**src/hdl/mng_pkg.sv**
```systemverilog
// ============================================================================
// mng_pkg: shared types and constants of the Manhattan neighbour generator
// Holds the job and result records, the state encodings, the register
// indexes and the grid size helper used across the generator's modules.
// ============================================================================
`timescale 1ns / 1ps
`default_nettype none

package mng_pkg;

  localparam int unsigned MaxReach  = 5;
  localparam int unsigned MaxDim    = 1024;
  localparam int unsigned CoordW    = 10;
  localparam int unsigned SizeW     = 11;
  localparam int unsigned ReachW    = 3;
  localparam int unsigned OffW      = 4;
  localparam int unsigned CalcW     = 12;
  localparam int unsigned DivSteps  = CoordW;
  localparam int unsigned DivCntW   = $clog2(DivSteps);
  localparam int unsigned JobDepth  = 2;
  localparam int unsigned JobPtrW   = $clog2(JobDepth);
  localparam int unsigned OutDepth  = 2;
  localparam int unsigned OutPtrW   = $clog2(OutDepth);
  localparam int unsigned CfgIdxW   = 2;

  typedef enum logic [CfgIdxW-1:0] {
    REG_GRID_HEIGHT = 2'd0,
    REG_GRID_WIDTH  = 2'd1,
    REG_WRAP_MODE   = 2'd2
  } reg_idx_e;

  typedef enum logic [1:0] {
    FR_IDLE,
    FR_DIV,
    FR_PUSH
  } front_state_e;

  typedef enum logic [1:0] {
    BK_IDLE,
    BK_RUN,
    BK_FLUSH
  } back_state_e;

  typedef struct packed {
    logic [SizeW-1:0] height;
    logic [SizeW-1:0] width;
    logic             wrap;
  } cfg_t;

  typedef struct packed {
    logic [CoordW-1:0] row;
    logic [CoordW-1:0] col;
    logic [CoordW-1:0] row_mod;
    logic [CoordW-1:0] col_mod;
    logic [ReachW-1:0] reach;
  } job_t;

  typedef struct packed {
    logic [CoordW-1:0] row;
    logic [CoordW-1:0] col;
    logic              found;
    logic              last;
  } result_t;

  function automatic logic [SizeW-1:0] grid_size(input logic [SizeW-1:0] reg_val);
    logic [SizeW-1:0] size;
    size = reg_val;
    if (reg_val == '0) begin
      size = SizeW'(1);
    end else if (reg_val > SizeW'(MaxDim)) begin
      size = SizeW'(MaxDim);
    end
    return size;
  endfunction

endpackage

`default_nettype wire

```
**src/hdl/mng_front.sv**
```systemverilog
// ============================================================================
// mng_front: request intake and centre reduction
// Takes one request, saturates its reach and reduces both centre coordinates
// modulo the grid size, one quotient bit per cycle, then hands a job on.
// ============================================================================
`timescale 1ns / 1ps
`default_nettype none

module mng_front (
  input  wire                           clk_i,
  input  wire                           rst_ni,
  input  mng_pkg::cfg_t                 cfg_i,
  input  wire                           push,
  output logic                          full,
  input  wire [mng_pkg::CoordW-1:0]     center_row_i,
  input  wire [mng_pkg::CoordW-1:0]     center_col_i,
  input  wire [mng_pkg::ReachW-1:0]     reach_i,
  output logic                          job_push_o,
  output mng_pkg::job_t                 job_o,
  input  wire                           job_full_i
);

  mng_pkg::front_state_e state_q, state_d;
  logic [mng_pkg::DivCntW-1:0] cnt_q, cnt_d;
  logic [mng_pkg::CoordW-1:0]  row_q, row_d, col_q, col_d;
  logic [mng_pkg::ReachW-1:0]  reach_q, reach_d;
  logic [mng_pkg::SizeW-1:0]   rrem_q, rrem_d, crem_q, crem_d;
  logic [mng_pkg::CalcW-1:0]   rshift, cshift;
  logic                        accept;

  assign accept = push && !full;

  always_comb begin
    rshift = {rrem_q, row_q[cnt_q]};
    cshift = {crem_q, col_q[cnt_q]};
    if (rshift >= mng_pkg::CalcW'(cfg_i.height)) begin
      rshift = rshift - mng_pkg::CalcW'(cfg_i.height);
    end
    if (cshift >= mng_pkg::CalcW'(cfg_i.width)) begin
      cshift = cshift - mng_pkg::CalcW'(cfg_i.width);
    end
  end

  always_comb begin
    state_d = state_q;
    case (state_q)
      mng_pkg::FR_IDLE: begin
        if (accept) begin
          state_d = mng_pkg::FR_DIV;
        end
      end
      mng_pkg::FR_DIV: begin
        if (cnt_q == '0) begin
          state_d = mng_pkg::FR_PUSH;
        end
      end
      mng_pkg::FR_PUSH: begin
        if (!job_full_i) begin
          state_d = mng_pkg::FR_IDLE;
        end
      end
      default: state_d = mng_pkg::FR_IDLE;
    endcase
  end

  always_comb begin
    cnt_d   = cnt_q;
    row_d   = row_q;
    col_d   = col_q;
    reach_d = reach_q;
    rrem_d  = rrem_q;
    crem_d  = crem_q;
    full       = 1'b1;
    job_push_o = 1'b0;
    case (state_q)
      mng_pkg::FR_IDLE: begin
        full = 1'b0;
        if (accept) begin
          row_d  = center_row_i;
          col_d  = center_col_i;
          cnt_d  = mng_pkg::DivCntW'(mng_pkg::DivSteps - 1);
          rrem_d = '0;
          crem_d = '0;
          if (reach_i > mng_pkg::ReachW'(mng_pkg::MaxReach)) begin
            reach_d = mng_pkg::ReachW'(mng_pkg::MaxReach);
          end else begin
            reach_d = reach_i;
          end
        end
      end
      mng_pkg::FR_DIV: begin
        rrem_d = rshift[mng_pkg::SizeW-1:0];
        crem_d = cshift[mng_pkg::SizeW-1:0];
        cnt_d  = cnt_q - 1'b1;
      end
      mng_pkg::FR_PUSH: begin
        job_push_o = !job_full_i;
      end
      default: full = 1'b1;
    endcase
  end

  always_comb begin
    job_o.row     = row_q;
    job_o.col     = col_q;
    job_o.row_mod = rrem_q[mng_pkg::CoordW-1:0];
    job_o.col_mod = crem_q[mng_pkg::CoordW-1:0];
    job_o.reach   = reach_q;
  end

  always_ff @(posedge clk_i or negedge rst_ni) begin
    if (!rst_ni) begin
      state_q <= mng_pkg::FR_IDLE;
      cnt_q   <= '0;
    end else begin
      state_q <= state_d;
      cnt_q   <= cnt_d;
    end
  end

  always_ff @(posedge clk_i) begin
    row_q   <= row_d;
    col_q   <= col_d;
    reach_q <= reach_d;
    rrem_q  <= rrem_d;
    crem_q  <= crem_d;
  end

endmodule

`default_nettype wire

```
**src/hdl/mng_job_queue.sv**
```systemverilog
// ============================================================================
// mng_job_queue: short job queue between the front and back parts
// A small first-in first-out buffer of reduced requests.
// ============================================================================
`timescale 1ns / 1ps
`default_nettype none

module mng_job_queue (
  input  wire            clk_i,
  input  wire            rst_ni,
  input  wire            push_i,
  input  mng_pkg::job_t  job_i,
  output logic           full_o,
  input  wire            pop_i,
  output mng_pkg::job_t  job_o,
  output logic           valid_o
);

  mng_pkg::job_t                 mem_q [mng_pkg::JobDepth];
  logic [mng_pkg::JobPtrW-1:0]   wr_q, rd_q;
  logic [mng_pkg::JobPtrW:0]     cnt_q, cnt_d;
  logic                          do_push, do_pop;

  assign full_o  = (cnt_q == (mng_pkg::JobPtrW+1)'(mng_pkg::JobDepth));
  assign valid_o = (cnt_q != '0);
  assign do_push = push_i && !full_o;
  assign do_pop  = pop_i && valid_o;
  assign job_o   = mem_q[rd_q];

  always_comb begin
    cnt_d = cnt_q;
    if (do_push && !do_pop) begin
      cnt_d = cnt_q + 1'b1;
    end else if (do_pop && !do_push) begin
      cnt_d = cnt_q - 1'b1;
    end
  end

  always_ff @(posedge clk_i or negedge rst_ni) begin
    if (!rst_ni) begin
      wr_q  <= '0;
      rd_q  <= '0;
      cnt_q <= '0;
    end else begin
      cnt_q <= cnt_d;
      if (do_push) begin
        wr_q <= wr_q + 1'b1;
      end
      if (do_pop) begin
        rd_q <= rd_q + 1'b1;
      end
    end
  end

  always_ff @(posedge clk_i) begin
    if (do_push) begin
      mem_q[wr_q] <= job_i;
    end
  end

endmodule

`default_nettype wire

```
**src/hdl/mng_back.sv**
```systemverilog
// ============================================================================
// mng_back: neighbour enumeration and result buffer
// Walks the offsets of one job, one per cycle unless a full result buffer stalls it, wraps or clips each position,
// holds back one kept neighbour to mark the last one, and buffers results.
// ============================================================================
`timescale 1ns / 1ps
`default_nettype none

module mng_back (
  input  wire                        clk_i,
  input  wire                        rst_ni,
  input  mng_pkg::cfg_t              cfg_i,
  input  wire                        job_valid_i,
  input  mng_pkg::job_t              job_i,
  output logic                       job_pop_o,
  output logic                       empty,
  input  wire                        pop,
  output logic [mng_pkg::CoordW-1:0] neighbor_row_o,
  output logic [mng_pkg::CoordW-1:0] neighbor_col_o,
  output logic                       found_o,
  output logic                       last_o
);

  typedef logic signed [mng_pkg::OffW-1:0]  off_t;
  typedef logic signed [mng_pkg::CalcW-1:0] calc_t;

  mng_pkg::back_state_e state_q, state_d;
  off_t                 dr_q, dr_d, dc_q, dc_d;
  mng_pkg::result_t     pend_q, pend_d;
  logic                 pend_vld_q, pend_vld_d;

  mng_pkg::result_t             out_q [mng_pkg::OutDepth];
  logic [mng_pkg::OutPtrW-1:0]  owr_q, ord_q;
  logic [mng_pkg::OutPtrW:0]    ocnt_q, ocnt_d;
  logic                         opush, opop, ospace;
  mng_pkg::result_t             opush_data;

  off_t             reach_s, span, dr_next, span_next;
  logic             row_end, final_off, kept, row_ok, col_ok;
  mng_pkg::result_t cand;
  logic [mng_pkg::CoordW-1:0] row_v, col_v;

  function automatic logic [mng_pkg::CoordW-1:0] wrap_coord(
    input logic [mng_pkg::CoordW-1:0] base,
    input off_t                       off,
    input logic [mng_pkg::SizeW-1:0]  size
  );
    calc_t v;
    calc_t n;
    v = $signed({2'b00, base}) + calc_t'(off);
    n = $signed({1'b0, size});
    for (int i = 0; i < mng_pkg::MaxReach; i++) begin
      if (v < 0) begin
        v = v + n;
      end else if (v >= n) begin
        v = v - n;
      end
    end
    return v[mng_pkg::CoordW-1:0];
  endfunction

  function automatic logic clip_ok(
    input logic [mng_pkg::CoordW-1:0] base,
    input off_t                       off,
    input logic [mng_pkg::SizeW-1:0]  size
  );
    calc_t v;
    v = $signed({2'b00, base}) + calc_t'(off);
    return (v >= 0) && (v < $signed({1'b0, size}));
  endfunction

  assign reach_s   = $signed({1'b0, job_i.reach});
  assign span      = reach_s - ((dr_q < 0) ? -dr_q : dr_q);
  assign dr_next   = dr_q + off_t'(1);
  assign span_next = reach_s - ((dr_next < 0) ? -dr_next : dr_next);
  assign row_end   = (dc_q == span);
  assign final_off = row_end && (dr_q == reach_s);

  always_comb begin
    if (cfg_i.wrap) begin
      row_v  = wrap_coord(job_i.row_mod, dr_q, cfg_i.height);
      col_v  = wrap_coord(job_i.col_mod, dc_q, cfg_i.width);
      row_ok = 1'b1;
      col_ok = 1'b1;
    end else begin
      row_v  = job_i.row + mng_pkg::CoordW'(dr_q);
      col_v  = job_i.col + mng_pkg::CoordW'(dc_q);
      row_ok = clip_ok(job_i.row, dr_q, cfg_i.height);
      col_ok = clip_ok(job_i.col, dc_q, cfg_i.width);
    end
    cand.row   = row_v;
    cand.col   = col_v;
    cand.found = 1'b1;
    cand.last  = 1'b0;
    kept = row_ok && col_ok && !((dr_q == 0) && (dc_q == 0));
  end

  assign ospace = (ocnt_q != (mng_pkg::OutPtrW+1)'(mng_pkg::OutDepth));

  always_comb begin
    state_d = state_q;
    case (state_q)
      mng_pkg::BK_IDLE: begin
        if (job_valid_i) begin
          state_d = (job_i.reach == '0) ? mng_pkg::BK_FLUSH : mng_pkg::BK_RUN;
        end
      end
      mng_pkg::BK_RUN: begin
        if (!(kept && pend_vld_q && !ospace) && final_off) begin
          state_d = mng_pkg::BK_FLUSH;
        end
      end
      mng_pkg::BK_FLUSH: begin
        if (ospace) begin
          state_d = mng_pkg::BK_IDLE;
        end
      end
      default: state_d = mng_pkg::BK_IDLE;
    endcase
  end

  always_comb begin
    dr_d       = dr_q;
    dc_d       = dc_q;
    pend_d     = pend_q;
    pend_vld_d = pend_vld_q;
    opush      = 1'b0;
    opush_data = pend_q;
    job_pop_o  = 1'b0;
    case (state_q)
      mng_pkg::BK_IDLE: begin
        dr_d       = -reach_s;
        dc_d       = '0;
        pend_vld_d = 1'b0;
      end
      mng_pkg::BK_RUN: begin
        if (!(kept && pend_vld_q && !ospace)) begin
          if (kept) begin
            opush      = pend_vld_q;
            pend_d     = cand;
            pend_vld_d = 1'b1;
          end
          if (row_end) begin
            dr_d = dr_next;
            dc_d = -span_next;
          end else begin
            dc_d = dc_q + off_t'(1);
          end
        end
      end
      mng_pkg::BK_FLUSH: begin
        opush = ospace;
        if (pend_vld_q) begin
          opush_data.last = 1'b1;
        end else begin
          opush_data = '{row: '0, col: '0, found: 1'b0, last: 1'b1};
        end
        if (ospace) begin
          job_pop_o  = 1'b1;
          pend_vld_d = 1'b0;
        end
      end
      default: begin
        opush = 1'b0;
      end
    endcase
  end

  assign empty = (ocnt_q == '0);
  assign opop  = pop && !empty;

  always_comb begin
    ocnt_d = ocnt_q;
    if (opush && !opop) begin
      ocnt_d = ocnt_q + 1'b1;
    end else if (opop && !opush) begin
      ocnt_d = ocnt_q - 1'b1;
    end
  end

  assign neighbor_row_o = out_q[ord_q].row;
  assign neighbor_col_o = out_q[ord_q].col;
  assign found_o        = out_q[ord_q].found;
  assign last_o         = out_q[ord_q].last;

  always_ff @(posedge clk_i or negedge rst_ni) begin
    if (!rst_ni) begin
      state_q    <= mng_pkg::BK_IDLE;
      pend_vld_q <= 1'b0;
      owr_q      <= '0;
      ord_q      <= '0;
      ocnt_q     <= '0;
    end else begin
      state_q    <= state_d;
      pend_vld_q <= pend_vld_d;
      ocnt_q     <= ocnt_d;
      if (opush) begin
        owr_q <= owr_q + 1'b1;
      end
      if (opop) begin
        ord_q <= ord_q + 1'b1;
      end
    end
  end

  always_ff @(posedge clk_i) begin
    dr_q   <= dr_d;
    dc_q   <= dc_d;
    pend_q <= pend_d;
    if (opush) begin
      out_q[owr_q] <= opush_data;
    end
  end

endmodule

`default_nettype wire

```
**src/hdl/manhattan_neighbor_generator.sv**
```systemverilog
// ============================================================================
// manhattan_neighbor_generator: von Neumann neighbourhood enumeration
// Lists every cell within a Manhattan reach of a centre cell, the centre apart, either
// wrapped onto a torus or clipped at the grid edges.
// ============================================================================
//
//   Channel   Direction  Handshake     Transfer when
//   request   in         push / full   push high and full low
//   result    out        pop / empty   pop high and empty low
//   config    in         cfg_we_i      cfg_we_i high
//
// A request passes through the front part, which reduces the centre one
// remainder bit per cycle. The back part takes up the job, walks
// 2*r*r+2*r+1 offsets for reach r, one per cycle unless a full result
// buffer stalls the walk, and then closes the job. A full job queue stalls
// the front, which can take the next request while the back part walks.
// Reset leaves the block idle with a 64 by 64 clipped grid.
//
`timescale 1ns / 1ps
`default_nettype none

module manhattan_neighbor_generator (
  input  wire                                  clk_i,
  input  wire                                  rst_ni,
  input  wire                                  cfg_we_i,
  input  wire [mng_pkg::CfgIdxW-1:0]           cfg_idx_i,
  input  wire [mng_pkg::SizeW-1:0]             cfg_data_i,
  input  wire                                  push,
  output logic                                 full,
  input  wire [mng_pkg::CoordW-1:0]            center_row_i,
  input  wire [mng_pkg::CoordW-1:0]            center_col_i,
  input  wire [mng_pkg::ReachW-1:0]            reach_i,
  output logic                                 empty,
  input  wire                                  pop,
  output logic [mng_pkg::CoordW-1:0]           neighbor_row_o,
  output logic [mng_pkg::CoordW-1:0]           neighbor_col_o,
  output logic                                 found_o,
  output logic                                 last_o
);

  logic [mng_pkg::SizeW-1:0] height_q, width_q;
  logic                      wrap_q;
  mng_pkg::cfg_t             cfg;
  logic                      fr_push, q_full, q_pop, q_valid;
  mng_pkg::job_t             fr_job, q_job;

  always_ff @(posedge clk_i or negedge rst_ni) begin
    if (!rst_ni) begin
      height_q <= mng_pkg::SizeW'(64);
      width_q  <= mng_pkg::SizeW'(64);
      wrap_q   <= 1'b0;
    end else if (cfg_we_i) begin
      case (mng_pkg::reg_idx_e'(cfg_idx_i))
        mng_pkg::REG_GRID_HEIGHT: height_q <= cfg_data_i;
        mng_pkg::REG_GRID_WIDTH:  width_q  <= cfg_data_i;
        mng_pkg::REG_WRAP_MODE:   wrap_q   <= cfg_data_i[0];
        default: wrap_q <= wrap_q;
      endcase
    end
  end

  assign cfg.height = mng_pkg::grid_size(height_q);
  assign cfg.width  = mng_pkg::grid_size(width_q);
  assign cfg.wrap   = wrap_q;

  mng_front u_front (
    .clk_i        (clk_i),
    .rst_ni       (rst_ni),
    .cfg_i        (cfg),
    .push         (push),
    .full         (full),
    .center_row_i (center_row_i),
    .center_col_i (center_col_i),
    .reach_i      (reach_i),
    .job_push_o   (fr_push),
    .job_o        (fr_job),
    .job_full_i   (q_full)
  );

  mng_job_queue u_queue (
    .clk_i   (clk_i),
    .rst_ni  (rst_ni),
    .push_i  (fr_push),
    .job_i   (fr_job),
    .full_o  (q_full),
    .pop_i   (q_pop),
    .job_o   (q_job),
    .valid_o (q_valid)
  );

  mng_back u_back (
    .clk_i          (clk_i),
    .rst_ni         (rst_ni),
    .cfg_i          (cfg),
    .job_valid_i    (q_valid),
    .job_i          (q_job),
    .job_pop_o      (q_pop),
    .empty          (empty),
    .pop            (pop),
    .neighbor_row_o (neighbor_row_o),
    .neighbor_col_o (neighbor_col_o),
    .found_o        (found_o),
    .last_o         (last_o)
  );

endmodule

`default_nettype wire

```
**config.mk**
```make
export PLATFORM = sky130hd
export DESIGN_NAME = manhattan_neighbor_generator
export DESIGN_NICKNAME = d
export VERILOG_FILES = /design/src/hdl/mng_pkg.sv /design/src/hdl/mng_front.sv /design/src/hdl/mng_job_queue.sv /design/src/hdl/mng_back.sv /design/src/hdl/manhattan_neighbor_generator.sv
export SDC_FILE = /design/constraint.sdc
export NUM_CORES = 1
export LEC_CHECK = 0
export ABC_AREA = 0
export BUFFER_PORTS_ARGS = -buffer_cell sky130_fd_sc_hd__buf_2
export CORE_MARGIN = 3
export CORE_UTILIZATION = 35
export CTS_BUF_LIST = sky130_fd_sc_hd__clkbuf_8
export DETAILED_ROUTE_END_ITERATION = 8
export PLACE_DENSITY = 0.48
export SETUP_SLACK_MARGIN = 0.2
export SYNTH_ARGS = -nofsm -noshare
export SYNTH_HDL_FRONTEND = slang
export SYNTH_SLANG_ARGS = --single-unit
export TNS_END_PERCENT = 10
```
**constraint.sdc**
```tcl
create_clock -name clk_i -period 31.9 [get_ports clk_i]
set_input_delay 3.19 -clock clk_i [delete_from_list [all_inputs] [get_ports clk_i]]
set_output_delay 3.19 -clock clk_i [all_outputs]
set_load 0.02 [all_outputs]
```
==> flow_summary_export.csv, run 1 <==
group,metric,value,unit
setup_path,crit_family,"compound AO/OA/AOI/OAI gates",
yosys,synth_common_cells,"ha_1, a21oi_1, inv_1, edfxtp_1, nor2_1",
placement,hpwl,66320,µm
floorplan,ios,65,
yosys,synth_edf_count,203,
yosys,synth-seq-cells,243,
timing,tns,0,ns
timing,finalSetupViolCount,0,
grt,overflow,0,
final_layout,nNetsFinal,3232,
floorplan,start_util,0.3544,
setup_path,arrival,17.67,ns
clock_network,postCtsSetupBuffers,0,
yosys,yosysWarnings,0,
clock_network,clock_latency,0.60,ns
yosys,synth_cell_types,103,
timing,drv_slew,0,
floorplan,rows,98,
setup_path,critPathLaunchType,"flop",
placement,place_ws,14.80,ns
setup_path,crit_start,"u_queue.rd_q$_DFFE_PN0P_",
clock_network,clock_tree.buffer_depth,3,
floorplan,die_h,275.3,µm
placement,gp_congestion,0.9059,
floorplan,core-area,71610,µm²
route,firstDrtPassIters,5,
clock_network,clk_pin_slew_worst_paths,0.07,ns
route,drc_errors,0,
setup_path,cp.buffers_inverters,6,
clock_network,htree_levels,2,
setup_path,worst_r2r_path_depth,60,
yosys,synth.net_count,3184,
setup_path,cp-end-kind,"flop",
timing,hold_violations,0,
job,drv_cap,0,
timing,skew,0.03867,ns
placement,io_buffers,64,
worst_hold_path,hp-start,"u_front.row_q[3]$_DFFE_PP_",
route,via_per_inst,5.842,
yosys,synth_most_common_cell,"ha_1",
setup_path,critical_path_class,"reg2reg",
yosys,avgSynthCellArea,9.087,µm²
setup_path,crit_fanout,17,
setup_path,cpMaxStageDelayCell,"nor4_1",
timing,worstMarginPinSlew,1.195,ns
grt,track_usage,0.2228,
yosys,synth_area,25380,µm²
timing,clock.fmax,57.52,MHz
route,wl_per_cell,22.45,µm
clock_network,numCtsBuffers,42,
floorplan,design.die.area,75780,µm²
grt,grt_pass1_vias,22010,
final_layout,drive_gt1_frac,0.1253,
timing,rsz0062_at_grt,"no",
setup_path,slowest_delay,1.01,ns
grt,antenna_found_initial,1,
timing,fin_crit,17.39,ns
clock_network,cts_hold_buf,0,
final_layout,syn_to_final_growth,9.204,%
timing,hold-worst-slack,0.4766,ns
yosys,ys_seq_area_frac,0.2797,
placement,place_inst,3747,
timing,fin_ws,14.51,ns
status,status,"complete, no violations",
worst_hold_path,holdCritPathClass,"reg2reg",
timing,timing.final.crit_share,0.5450,
final_layout,diodes,0,
clock_network,clock-root-buffer,"clkbuf_8",
route,num_vias,22340,
yosys,synthArstFlopShare,0.1646,
route,antenna_left,0,
yosys,synthCells,2793,
yosys,synth_area_leader_cell,"edfxtp_1",
yosys,synthFlopType,"edfxtp_1",
route,detailedRoute.firstIterationViolations,1796,
yosys,yosysTopAreaCellShare,0.2402,
timing,max_slew_margin,0.1988,
floorplan,die-width,275.3,µm
setup_path,cp.depth,60,
clock_network,clock-sinks,243,
route,routed_wl,85810,µm
yosys,ys_top_cells_by_area,"edfxtp_1, ha_1, a21oi_1",
clock_network,post_cts_resized,0,
worst_hold_path,hold_depth,0,
grt,grt_max_degree,44,
clock_network,cts_tree,"done",
final_layout,final_cells,3823,
setup_path,crit_required,32.19,ns
setup_path,regToRegStartpoint,"u_queue.rd_q$_DFFE_PN0P_",
grt,grt_pass1_wl,131600,µm
layer usage:
| metal | vias up | GRT usage | wire length [µm] | part of all wire |
|---|---|---|---|---|
| li1 | 10600 | - | - | - |
| met1 | 10960 | 0.3297 | 42710 | 0.50 |
| met2 | 679 | 0.3472 | 37180 | 0.43 |
| met3 | 103 | 0.03095 | 4475 | 0.052 |
| met4 | 0 | 0.04058 | 1442 | 0.017 |
| met5 | - | 0 | 0 | 0 |
final timing paths:
kind	end	slack, ns
worst max-delay path	u_back.pend_q[19]$_DFFE_PP_	14.51
worst min-delay path	u_queue.mem_q[0][36]$_DFFE_PP_	0.48
worst max register to register	u_back.pend_q[19]$_DFFE_PP_	14.51
worst min register to register	u_queue.mem_q[0][36]$_DFFE_PP_	0.48
max in group asynchronous	height_q[7]$_DFFE_PN0P_	28.75
min in group asynchronous	u_front.cnt_q[1]$_DFFE_PN0P_	2.67
state kept, by name, indices dropped and copies added, names as in the netlist, 2 cells and up:
register,cells
u_front.state_q,2
u_front.reach_q,3
width_q,11
u_queue.cnt_q,2
u_front.col_q,10
u_back.dr_q,4
u_front.crem_q,11
u_front.cnt_q,4
u_front.rrem_q,11
u_front.row_q,10
u_back.dc_q,4
u_back.state_q,2
u_back.pend_q,20
u_back.ocnt_q,2
u_back.out_q,44
height_q,11
u_queue.mem_q,86
per-stage QoR:
step / instance area, µm² / util
global route: 27720 / 0.3871
floorplan: 25380 / -
CTS: 27720 / 0.3871
global placement: 26760 / 0.3737
detailed placement: 26760 / 0.3737
finish: 27720 / 0.3871
kinds of logic (layout without fill, tap and decap cells):
logic type               Yosys count  count (layout)  share of synthesized area
AO/OA/AOI/OAI                    925             925                     0.2564
AND/OR/NAND/NOR                  772             772                     0.1566
adder cells (fa/ha/maj)          350             350                     0.1808
buffers and inverters            315             395                    0.04905
flip-flops                       243             243                     0.2797
multiplexers                     118             118                    0.05324
XOR/XNOR                          70              70                    0.02416
cell type report:
type | instances | area (µm²)
clock buffers | 46 | 633.1
clock inverters | 30 | 326.6
fillers | 7280 | 43890
inverters | 220 | 825.8
multi-input cells | 2235 | 17060
flip-flops and latches | 243 | 7101
well taps | 950 | 1189
repair buffers | 99 | 583.1
cells in the final DEF (no fill, tap or decap), types with 57 or more instances in the layout:
cell	synthesis	layout
ha_1	322	322
a21oi_1	225	224
inv_1	216	220
edfxtp_1	203	203
nor2_1	182	181
nand2_1	156	156
o21ai_0	121	121
mux2_2	92	92
nand3_1	67	67
a21o_1	65	65
buf_2	21	64
o21bai_1	57	57
nor3_1	58	57
Power of run 1 is not shown: default switching activity piles up to over one toggle a cycle in this logic, so the estimate is an artifact.
==> run 2: changes to the inputs <==
==> constraint.sdc (replaced) <==
create_clock -name clk_i -period 17.21 [get_ports clk_i]
set_input_delay 1.721 -clock clk_i [delete_from_list [all_inputs] [get_ports clk_i]]
set_output_delay 1.721 -clock clk_i [all_outputs]
set_load 0.02 [all_outputs]
==> run 2 against run 1 <==
Effect of this change: first-iteration DRC count fell by 11%; worst setup slack lost 13 ns; clock skew grew 0.0098 ns; flip-flop and latch count is the same; non-clock buffer count up 12; critical path depth grew 3; critical endpoint is now u_back.pend_q[16]$_DFFE_PP_.
==> flow_summary_export.csv, run 2 (synthesis results as in run 1) <==
group,metric,value,unit
status,status,"complete, no violations",
grt,use_met3,0.02921,
clock_network,numCtsBuffers,45,
setup_path,r2r-end,"u_back.pend_q[16]$_DFFE_PP_",
setup_path,crit_start,"u_queue.rd_q$_DFFE_PN0P_",
setup_path,crit_end,"u_back.pend_q[16]$_DFFE_PP_",
final_layout,mostFrequentLayoutCell,"ha_1",
final_layout,final_cell_mix,"ha_1, inv_1, a21oi_1",
setup_path,critPathLaunchType,"flop",
setup_path,crit_fanout,34,
final_layout,reg_top3,"u_queue.mem_q (86), u_back.out_q (44), u_back.pend_q (20)",
route,antenna_left,0,
setup_path,ff2ff_setup_slack,1.27,ns
placement,io_buffers,64,
floorplan,rows,98,
timing,drv_slew,0,
worst_hold_path,holdCritPathClass,"reg2reg",
floorplan,die-width,275.3,µm
grt,gr-usage-met2,0.3522,
route,num_vias,22640,
clock_network,htree_levels,2,
clock_network,clk_pin_slew_worst_paths,0.06,ns
timing,hold_violations,0,
setup_path,cp-end-kind,"flop",
setup_path,regToRegStartpoint,"u_queue.rd_q$_DFFE_PN0P_",
final_layout,fillers,7222,
clock_network,cts_tree,"done",
clock_network,cts_hold_buf,0,
timing,skew,0.04843,ns
floorplan,design.die.area,75780,µm²
timing,timing.final.crit_share,0.9262,
floorplan,ios,65,
setup_path,worst_r2r_path_depth,63,
final_layout,drive_gt1_frac,0.1304,
clock_network,clock_latency,0.60,ns
timing,clock.fmax,62.73,MHz
floorplan,start_util,0.3544,
grt,grt-busiest-layer,"met2",
final_layout,largest_register,"u_queue.mem_q",
final_layout,nNetsFinal,3247,
grt,overflow,0,
grt,met1_usage,0.3405,
grt,grt_pass1_vias,21990,
setup_path,crit_required,17.52,ns
grt,antenna_found_initial,0,
route,via_per_inst,5.891,
route,firstDrtPassIters,5,
timing,finalSetupViolCount,0,
route,wl_per_cell,22.98,µm
route,drc_errors,0,
setup_path,critical_path_class,"reg2reg",
setup_path,arrival,16.25,ns
placement,place_area,26830,µm²
route,detailedRoute.firstIterationViolations,1600,
grt,grt_max_degree,44,
floorplan,core-area,71610,µm²
final_layout,finalInstanceArea,27830,µm²
final_layout,diodes,0,
setup_path,cpMaxStageDelayCell,"a21oi_1",
placement,gp_congestion,0.9306,
timing,rsz0062_at_grt,"yes",
route,routed_wl,88280,µm
job,drv_cap,0,
timing,worstMarginPinSlew,1.261,ns
timing,max_slew_margin,0.1546,
clock_network,clock-root-buffer,"clkbuf_8",
floorplan,die_h,275.3,µm
setup_path,slowest_delay,0.56,ns
timing,fin_crit,15.94,ns
grt,track_usage,0.2288,
clock_network,clock-sinks,243,
grt,grt_pass1_wl,134000,µm
final_layout,syn_to_final_growth,9.657,%
timing,tns,0,ns
placement,hpwl,69240,µm
final_layout,largest_reg_flops,86,
clock_network,clock_tree.buffer_depth,3,
==> run 2: worst min-delay path by stage <==
| stage | from | to | cells past startpoint |
|---|---|---|---|
| 2_1_floorplan | u_front.reach_q[0]$_SDFFCE_PN1P_ | u_queue.mem_q[0][0]$_DFFE_PP_ | 0 |
| 5_1_grt | u_back.owr_q$_DFFE_PN0P_ | u_back.owr_q$_DFFE_PN0P_ | 1 |
| 4_1_cts | u_front.col_q[5]$_DFFE_PP_ | u_queue.mem_q[0][28]$_DFFE_PP_ | 0 |
| 6_report | u_front.col_q[5]$_DFFE_PP_ | u_queue.mem_q[0][28]$_DFFE_PP_ | 0 |
| 3_5_place_dp | u_front.col_q[5]$_DFFE_PP_ | u_queue.mem_q[0][28]$_DFFE_PP_ | 0 |
| 3_3_place_gp | u_front.col_q[9]$_DFFE_PP_ | u_queue.mem_q[0][32]$_DFFE_PP_ | 0 |
==> run 2: layer usage <==
| layer | share of wire | vias up | routed length (µm) |
|---|---|---|---|
| met4 | 0.021 | 0 | 1874 |
| met1 | 0.49 | 11100 | 43320 |
| met5 | 0 | - | 0 |
| li1 | - | 10610 | - |
| met3 | 0.058 | 109 | 5087 |
| met2 | 0.43 | 816 | 38000 |
==> run 2: stage by stage <==
step                      cells  utilization  hold slack (ns)  setup WS (ns)
after floorplan            2793            -           0.4215          2.828
after global placement     3756       0.3747           0.4803          1.199
after detailed placement   3756       0.3747           0.4937         0.8857
after CTS                  3839       0.3879           0.5053         0.7585
after global routing       3842       0.3887           0.5189         0.1332
final                      3842       0.3887           0.4958          1.270
==> run 2: final cells by class <==
cell class,count,area [µm²],area share
inverters,220,825.8,0.02967
clock inverters,35,286.5,0.01029
repair buffers,111,680.7,0.02446
multi-input cells,2235,17090,0.6140
flip-flops and latches,243,7101,0.2551
clock buffers,48,660.6,0.02374
well taps,950,1189,0.04271
==> run 2: worst max-delay path, delay by kind of cell, from the launching register on <==
family | cells | cell delay [ns]
simple gates | 11 | 2.25
buf+inv | 7 | 0.69
flops | 1 | 0.54
xor+xnor | 1 | 0.13
mux | 4 | 1.53
fa+ha+maj | 10 | 3.12
compound gates | 30 | 7.35
==> run 2: repair_timing <==
item | CTS | global route
hold endpoints to repair | 0 | 0
gates resized for setup | 0 | 9
endpoints found under the setup margin | 0 | 14
setup buffers | 0 | 3
Power of run 2 is left out for the same reason.
==> run 3: changes to the inputs <==
--- a/config.mk
+++ b/config.mk
@@ -7,11 +7,13 @@
 export LEC_CHECK = 0
 export ABC_AREA = 0
 export BUFFER_PORTS_ARGS = -buffer_cell sky130_fd_sc_hd__buf_2
+export CELL_PAD_IN_SITES_DETAIL_PLACEMENT = 0
+export CELL_PAD_IN_SITES_GLOBAL_PLACEMENT = 1
 export CORE_MARGIN = 3
 export CORE_UTILIZATION = 35
 export CTS_BUF_LIST = sky130_fd_sc_hd__clkbuf_8
 export DETAILED_ROUTE_END_ITERATION = 8
-export PLACE_DENSITY = 0.48
+export PLACE_DENSITY = 0.58
 export SETUP_SLACK_MARGIN = 0.2
 export SYNTH_ARGS = -nofsm -noshare
 export SYNTH_HDL_FRONTEND = slang
==> run 3 against run 2 <==
Effect of this change: final cell count shrank 0.13%; clock skew shrank 0.0077 ns; critical endpoint is now u_back.pend_q[12]$_DFFE_PP_; utilization shrank 0.11 points.
==> flow_summary_export.csv, run 3 (synthesis results as in run 1) <==
group,metric,value,unit
final_layout,largest_reg_flops,86,
final_layout,nNetsFinal,3245,
floorplan,design.die.area,75780,µm²
route,drc_errors,0,
final_layout,largest_register,"u_queue.mem_q",
status,status,"complete, no violations",
route,detailedRoute.firstIterationViolations,2037,
route,routed_wl,88020,µm
grt,overflow,0,
setup_path,critical_path_class,"reg2reg",
clock_network,clock-sinks,243,
timing,tns,0,ns
clock_network,numCtsBuffers,41,
floorplan,core-area,71610,µm²
grt,grt_max_degree,44,
clock_network,htree_levels,2,
placement,gp_congestion,0.9511,
setup_path,critPathLaunchType,"flop",
job,drv_cap,0,
clock_network,cts_tree,"done",
timing,clock.fmax,62.71,MHz
route,via_per_inst,5.897,
timing,max_slew_margin,0.2373,
final_layout,drive_gt1_frac,0.1271,
timing,drv_slew,0,
timing,worstMarginPinSlew,1.136,ns
floorplan,die_h,275.3,µm
timing,fin_crit,15.95,ns
final_layout,syn_to_final_growth,9.357,%
clock_network,clock_latency,0.57,ns
floorplan,ios,65,
grt,grt_pass1_wl,134000,µm
timing,finalSetupViolCount,0,
clock_network,cts_hold_buf,0,
floorplan,die-width,275.3,µm
final_layout,mostFrequentLayoutCell,"ha_1",
setup_path,arrival,16.32,ns
grt,met1_usage,0.3472,
route,firstDrtPassIters,5,
final_layout,diodes,0,
grt,gr-usage-met2,0.3372,
final_layout,final_cell_mix,"ha_1, inv_1, a21oi_1",
setup_path,crit_fanout,13,
clock_network,clock-root-buffer,"clkbuf_8",
timing,timing.final.crit_share,0.9266,
floorplan,start_util,0.3544,
placement,io_buffers,64,
timing,fin_ws,1.263,ns
grt,antenna_found_initial,0,
grt,track_usage,0.2280,
setup_path,crit_required,17.59,ns
setup_path,cp-end-kind,"flop",
setup_path,cpMaxStageDelayCell,"dfrtp_2",
placement,hpwl,69170,µm
grt,grt-busiest-layer,"met1",
clock_network,clk_pin_slew_worst_paths,0.07,ns
timing,hold-worst-slack,0.4802,ns
setup_path,slowest_delay,0.56,ns
route,antenna_left,0,
grt,grt_pass1_vias,21850,
timing,rsz0062_at_grt,"yes",
final_layout,reg_top3,"u_queue.mem_q (86), u_back.out_q (44), u_back.pend_q (20)",
route,num_vias,22630,
clock_network,clock_tree.buffer_depth,3,
timing,hold_violations,0,
worst_hold_path,holdCritPathClass,"reg2reg",
timing,skew,0.04069,ns
floorplan,rows,98,
route,wl_per_cell,22.94,µm
grt,use_met3,0.03642,
placement,place_ws,1.046,ns
-- run 3: worst max-delay path, delay by kind of cell, from the launching register on --
family                     cells  cell delay, ns
AOI/OAI and AO/OA             26            6.71
xor gates and xnor gates       1            0.24
adders and majority gates      9            2.96
buffers and inverters          6            0.37
DFF                            1            0.56
muxes                          5            2.00
and+or+nand+nor               12            2.91
-- run 3: repair_timing --
item                                    4_1_cts  5_1_grt
gates resized for setup                       0        7
endpoints found under the setup margin        0       16
setup buffers                                 0        0
-- run 3: metal layers --
layer	vias up	part of all wire
li1	10620	-
met1	11010	0.50
met2	858	0.41
met3	131	0.065
met4	0	0.022
met5	-	0
-- run 3: path summary, 6_finish.rpt --
kind,slack [ns],cells after the start,from,to
max reg2reg,1.26,59,u_queue.rd_q$_DFFE_PN0P_,u_back.pend_q[12]$_DFFE_PP_
max in group asynchronous,15.54,2,rst_ni,height_q[8]$_DFFE_PN0P_
max,1.26,59,u_queue.rd_q$_DFFE_PN0P_,u_back.pend_q[12]$_DFFE_PP_
min,0.48,0,u_front.reach_q[0]$_SDFFCE_PN1P_,u_queue.mem_q[0][0]$_DFFE_PP_
min reg2reg,0.48,0,u_front.reach_q[0]$_SDFFCE_PN1P_,u_queue.mem_q[0][0]$_DFFE_PP_
min in group asynchronous,1.22,2,rst_ni,u_front.cnt_q[1]$_DFFE_PN0P_
-- run 3: area by class of cell --
type	instances	area (µm²)
clock buffer	44	605.6
clock inverter	32	247.7
fill	7310	43850
inverter	220	825.8
multi-input combinational	2235	17100
sequential	243	7101
tap	950	1189
timing repair buffer	113	688.2
-- run 3: per-stage QoR --
step	cells	utilization	area, µm²
5_1_grt	3837	0.3876	27760
3_3_place_gp	3761	0.3751	26860
6_report	3837	0.3876	27760
2_1_floorplan	2793	-	25380
3_5_place_dp	3761	0.3751	26860
4_1_cts	3837	0.3870	27720
Power of run 3 is left out for the same reason.
